**src/hw/rtl/npc_pkg.sv**
```systemverilog
package npc_pkg;

  localparam int SLOTS = 6;

  localparam logic [7:0] SYM_A    = 8'h41;
  localparam logic [7:0] SYM_C    = 8'h43;
  localparam logic [7:0] SYM_G    = 8'h47;
  localparam logic [7:0] SYM_T    = 8'h54;
  localparam logic [7:0] SYM_N    = 8'h4E;
  localparam logic [7:0] SYM_GAP  = 8'h2D;
  localparam logic [7:0] SYM_PLUS = 8'h2B;

  localparam logic [12:0] CONS_LEN_MAX = 13'd8191;
  localparam logic [12:0] ALEN_RESET   = 13'd4096;

  typedef enum logic [1:0] {
    OP_ACC     = 2'd0,
    OP_CALL    = 2'd1,
    OP_RESTART = 2'd2
  } op_t;

  typedef enum logic [1:0] {
    CFG_LEFT  = 2'd0,
    CFG_RIGHT = 2'd1,
    CFG_ALEN  = 2'd2
  } cfg_idx_t;

  typedef enum logic [2:0] {
    SLOT_A    = 3'd0,
    SLOT_C    = 3'd1,
    SLOT_G    = 3'd2,
    SLOT_T    = 3'd3,
    SLOT_N    = 3'd4,
    SLOT_GAP  = 3'd5,
    SLOT_NONE = 3'd6
  } slot_t;

  typedef enum logic [1:0] {
    KIND_NONE,
    KIND_ACC,
    KIND_CALL,
    KIND_RESTART
  } kind_t;

  typedef struct packed {
    logic clr_step;
    logic load;
    logic restart;
    logic rd;
    logic acc;
    logic wr;
    logic cmp1;
    logic cmp2;
    logic emit;
  } npc_cmd_t;

  typedef struct packed {
    logic  clr_last;
    kind_t in_kind;
    kind_t kind;
    logic  out_busy;
  } npc_stat_t;

  function automatic slot_t slot_of(input logic [7:0] ch);
    logic [7:0] up;
    slot_t      s;
    up = (ch >= 8'h61 && ch <= 8'h7A) ? ch - 8'd32 : ch;
    case (up)
      8'h41: s = SLOT_A;
      8'h43: s = SLOT_C;
      8'h47: s = SLOT_G;
      8'h54, 8'h55: s = SLOT_T;
      8'h52, 8'h59, 8'h53, 8'h57, 8'h4B, 8'h4D,
      8'h42, 8'h44, 8'h48, 8'h56, 8'h4E: s = SLOT_N;
      8'h2D: s = SLOT_GAP;
      default: s = SLOT_NONE;
    endcase
    return s;
  endfunction

endpackage

```
**src/hw/rtl/npc_ctrl.sv**
```systemverilog
module npc_ctrl (
  input  logic               clk,
  input  logic               rst_n,
  input  logic               in_valid,
  input  npc_pkg::npc_stat_t stat,
  output npc_pkg::npc_cmd_t  cmd,
  output logic               in_ready
);
  import npc_pkg::*;

  typedef enum logic [2:0] {
    S_CLEAR,
    S_IDLE,
    S_READ,
    S_ACC,
    S_WRITE,
    S_CMP1,
    S_CMP2,
    S_EMIT
  } state_t;

  state_t state_r, state_nxt;

  always_comb begin
    state_nxt = state_r;
    cmd       = '0;
    in_ready  = 1'b0;
    case (state_r)
      S_CLEAR: begin
        cmd.clr_step = 1'b1;
        if (stat.clr_last) state_nxt = S_IDLE;
      end
      S_IDLE: begin
        in_ready = 1'b1;
        if (in_valid) begin
          cmd.load    = 1'b1;
          cmd.restart = (stat.in_kind == KIND_RESTART);
          if (stat.in_kind == KIND_ACC || stat.in_kind == KIND_CALL) state_nxt = S_READ;
        end
      end
      S_READ: begin
        cmd.rd    = 1'b1;
        state_nxt = (stat.kind == KIND_ACC) ? S_ACC : S_CMP1;
      end
      S_ACC: begin
        cmd.acc   = 1'b1;
        state_nxt = S_WRITE;
      end
      S_WRITE: begin
        cmd.wr    = 1'b1;
        state_nxt = S_IDLE;
      end
      S_CMP1: begin
        cmd.cmp1  = 1'b1;
        state_nxt = S_CMP2;
      end
      S_CMP2: begin
        cmd.cmp2  = 1'b1;
        state_nxt = S_EMIT;
      end
      S_EMIT: begin
        if (!stat.out_busy) begin
          cmd.emit  = 1'b1;
          state_nxt = S_IDLE;
        end
      end
      default: state_nxt = S_IDLE;
    endcase
  end

  always_ff @(posedge clk) begin
    if (!rst_n) begin
      state_r <= S_CLEAR;
    end else begin
      state_r <= state_nxt;
    end
  end

endmodule

```
**config.mk**
```make
export PLATFORM = sky130hd
export DESIGN_NAME = npc_ctrl
export DESIGN_NICKNAME = d
export VERILOG_FILES = /design/src/hw/rtl/npc_pkg.sv /design/src/hw/rtl/npc_ctrl.sv
export SDC_FILE = /design/constraint.sdc
export NUM_CORES = 1
export LEC_CHECK = 0
export BUFFER_PORTS_ARGS = -buffer_cell sky130_fd_sc_hd__buf_2
export CAP_MARGIN = 10
export CORE_AREA = 2 2 39 41
export CTS_CLUSTER_DIAMETER = 150
export DETAILED_ROUTE_END_ITERATION = 10
export DIE_AREA = 0 0 41 43
export SLEW_MARGIN = 25
export SYNTH_ARGS = -nofsm -noshare
export SYNTH_HDL_FRONTEND = slang
export SYNTH_SLANG_ARGS = --single-unit
```
**constraint.sdc**
```tcl
create_clock -name clk -period 2.1 [get_ports clk]
set_clock_uncertainty 0.2 [all_clocks]
set_input_delay 0.42 -clock clk [delete_from_list [all_inputs] [get_ports clk]]
set_output_delay 0.42 -clock clk [all_outputs]
set_load 0.05 [all_outputs]
```
=== Yosys cells after proc, flatten, opt, wreduce, memory -nomap -nowiden ===
Cells that the tools add are included.

* Input port bits: 9
* Flip-flop bits (word level): 3

* Equal/unequal tests: 15
* Mux-type cells: 17
* Reduce and logical (&&, ||, !) cells: 3

{| class="wikitable"
|+ Operator list
! operator !! number
|-
| $pmux 3 s8 || 1
|-
| $mux 3 || 5
|-
| $eq 3x3->1 const B || 4
|-
| $mux 1 || 9
|-
| $ne 2x2->1 const B || 4
|-
| $eq 3x2->1 const B || 2
|-
| $eq 2x1->1 const B || 2
|-
| $eq 2x2->1 const B || 2
|-
| $mux 2 || 2
|-
| $reduce_and 4->1 || 1
|-
| $eq 3x1->1 const B || 1
|-
| $logic_not 3->1 || 1
|-
| $logic_or 1x1->1 || 1
|}

=== Longest topological paths before layout ===
* Depth in word-level cells: 5
* Depth in mapped cells: 4

=== Worst setup path before layout ===
Ideal clock, no wire load.

* Path kind: register to output
* From: register state_r[2]
* To: output port cmd[6] (netlist bit)
* Setup slack: -0.276 ns
* Stages on the path, launching flop included: 4
* Data arrival time: 1.756 ns
* Data required time: 1.480 ns
* Buffers on the path: 1
* Cell sequence: dfxtp_1 > buf_6 > nor3b_2 > and3_1

{| class="wikitable"
|+ RTL lines
! item !! RTL line !! text
|-
| start, declared || npc_ctrl.sv:22 || <nowiki>state_t state_r, state_nxt;</nowiki>
|-
| start signal, assigned || npc_ctrl.sv:75 || <nowiki>state_r <= state_nxt;</nowiki>
|-
| end, declared || npc_ctrl.sv:6 || <nowiki>output npc_pkg::npc_cmd_t cmd,</nowiki>
|}

==> flow_metrics.env <==
export IMPL_die_w_um=41
export IMPL_seqPwrFrac=0.251
export IMPL_path_class="flip-flop to output pin"
export IMPL_synth_seq_cells=3
export IMPL_cts_buffers=3
export IMPL_reg_largest_list="state_r (3)"
export IMPL_n_antenna_cell=0
export IMPL_synth_mux_area_frac=0
export IMPL_final_area_um2=416.7
export IMPL_core_um2=1384
export IMPL_slew_violations=0
export IMPL_final_min_clock_period_ns=1.925
export IMPL_h_tree_depth=1
export IMPL_post_cts_buffers=0
export IMPL_drt_met1_wl_um=302
export IMPL_yosys_area_share_adder=0.04673
export IMPL_portBuffers=18
export IMPL_p_leak_nw=0.2064
export IMPL_rows=14
export IMPL_worstPathArrival_ns=1.31
export IMPL_start_util=0.1935
export IMPL_grt_overflow_total=0
export IMPL_synth_xor_area_share=0
export IMPL_hold_violations=0
export IMPL_drt_iter0_markers=3
export IMPL_place_area_um2=387.9
export IMPL_fmax_mhz=519.5
export IMPL_fin_nets=62
export IMPL_antenna_found_initial=0
export IMPL_avgSynthCellArea_um2=8.637
export IMPL_regMostFlops="state_r"
export IMPL_p_int_mw=0.1858
export IMPL_fin_hold_ws_ns=0.2398
export IMPL_drc=0
export IMPL_drv_cap=0
export IMPL_chipHeight_um=43
export IMPL_cts_max_path_buffers=2
export IMPL_yosys_area_top_type="dfxtp_1"
export IMPL_finalSetupViolCount=0
export IMPL_antenna_left=0
export IMPL_power_mw=0.3293
export IMPL_io_pins=19
export IMPL_die_area_um2=1763
export IMPL_crit_path_end_kind="output pin"
export IMPL_place_gp_congestion=0.7547
export IMPL_grt_pass1_wl_um=924
export IMPL_ir_drop_mv=0.2336
export IMPL_area_growth_pct=55.61
export IMPL_synth_area_um2=267.8
export IMPL_switchingPower_mw=0.1435
export IMPL_relSlewSlack=0.8060
export IMPL_first_pass_iters=3
export IMPL_synth_top_family_by_area="simple AND/OR/NAND/NOR gates"
export IMPL_cp_max_fo=13
export IMPL_clock_power_share=0.311
export IMPL_clkSlewWorstSetupHoldPaths_ns=0.04
export IMPL_wl_met2_um=319
export IMPL_synthDistinctLibCells=19
export IMPL_synth_area_leaders="dfxtp_1 22%, buf_6 8.4%, nor3b_1 8.4%, and3_1 7.0%, nor3_1 5.6%"
export IMPL_min_path_type="primary input to flip-flop"
export IMPL_fin_util=0.3011
export IMPL_yosysWarnings=0
export IMPL_period_share=0.9167
export IMPL_syn_inst=31
export IMPL_drt_total_wl_um=663
export IMPL_setup_tns_ns=0
export IMPL_rsz0062_at_grt="no"
export IMPL_status="completed"
export IMPL_yosysSeqAreaShare=0.2243
export IMPL_top_layer_used="met3"
export IMPL_insertion_delay_ns=0.23
export IMPL_cts_root_buf="clkbuf_4"
export IMPL_grtUsageTotal=0.08325
export IMPL_seq_area_um2=62.56
export IMPL_cp_data_required_time_ns=1.48
export IMPL_powerDensity_nw_per_um2=790.5
export IMPL_p_comb_frac=0.438
export IMPL_swShare=0.4359
export IMPL_netlist_area_leader_share=0.2243
export IMPL_clock_sinks=3
export IMPL_synthArstFlopShare=0
export IMPL_synth_edf_count=0
export IMPL_drive_gt1_frac=0.6471
export IMPL_grt_pass1_vias=242
export IMPL_largest_reg_flops=3
export IMPL_via_count=297
export IMPL_synth_compound_area_frac=0.2570
export IMPL_max_slew_worst_pin_slew_ns=0.2910
export IMPL_via_per_inst=4.433
export IMPL_wl_met3_um=41
export IMPL_syn_num_nets=41
export IMPL_multi_input_area_um2=202.7
export IMPL_synth_flop_cell="dfxtp_1"
export IMPL_yosys_area_share_simple=0.3318
export IMPL_grt_max_degree=14
export IMPL_wl_per_cell_um=9.896
export IMPL_start_kind="flip-flop"
export IMPL_synth_common_cells="3 x and3_1, 3 x dfxtp_1, 3 x nor3_1, 3 x nor3b_1"
export IMPL_cts_tree="done"
export IMPL_fillers=149
-- power by group through the flow --
| stage | logic [mW] | registers, mW | clock network, mW |
|---|---|---|---|
| floorplan | 0.133 | 0.0716 | 0 |
| global placement | 0.144 | 0.0822 | 0 |
| detailed placement | 0.145 | 0.0825 | 0 |
| CTS | 0.146 | 0.0815 | 0.108 |
| global route | 0.155 | 0.0840 | 0.115 |
| finish | 0.144 | 0.0827 | 0.102 |
-- stage by stage --
step	worst slack, ns	std cells
6_report	0.1749	67
2_1_floorplan	-0.05300	31
5_1_grt	0.07598	67
3_5_place_dp	0.2977	63
4_1_cts	0.04093	67
3_3_place_gp	0.3046	63
-- routing by layer --
| metal | up-vias | global-route usage |
|---|---|---|
| li1 | 156 | - |
| met2 | 11 | 0.1125 |
| met4 | 0 | 0.1000 |
| met3 | 0 | 0.03141 |
| met5 | - | 0 |
| met1 | 130 | 0.08333 |
-- cells in the final DEF, fill, tap and decap left out --
master / instances
dfxtp_2: 2
o31ai_2: 1
nor3_1: 1
nor3b_2: 3
o221a_1: 1
inv_1: 2
a221oi_2: 1
clkbuf_1: 1
nor2b_1: 1
a211oi_1: 1
buf_2: 18
and2_2: 1
o21a_1: 1
nor3b_4: 1
and3_1: 3
ha_1: 1
nand2_1: 2
a21oi_1: 2
nor3_2: 2
dfxtp_1: 1
buf_4: 1
clkbuf_4: 3
o21ai_1: 1
-- worst paths after layout --
path | end | startpoint | cells after the start | slack (ns)
setup / recovery | cmd[6] | state_r[1] | 3 | 0.17
hold / removal | state_r[0] | rst_n | 2 | 0.24
setup reg to reg | state_r[0] | state_r[0] | 4 | 0.85
hold reg to reg | state_r[1] | state_r[2] | 1 | 0.40
-- worst max-delay path, cell delays in order (launching register included) --
cell and delay, ns:
dfxtp_2 0.40, nor3b_4 0.25, and3_1 0.17, buf_2 0.25
-- area by class of cell --
type,instances,share of cell area
sequential,3,0.1502
timing repair buffer,19,0.2342
tap,16,0.04805
multi-input combinational,23,0.4865
inverter,2,0.01802
clock buffer,4,0.06306
-- cells by family (layout without fill, tap and decap cells) --
| family | after synthesis | after routing |
|---|---|---|
| simple gates | 14 | 14 |
| compound gates | 8 | 8 |
| buf+inv | 5 | 25 |
| flops | 3 | 3 |
| fa+ha+maj | 1 | 1 |
-- what timing repair did --
item	4_1_cts	5_1_grt
hold buffers	0	0
resized for setup	0	2
setup endpoints to repair	0	6
endpoints found under the hold margin	0	0
Note: power is estimated with default switching activity, not from simulation.
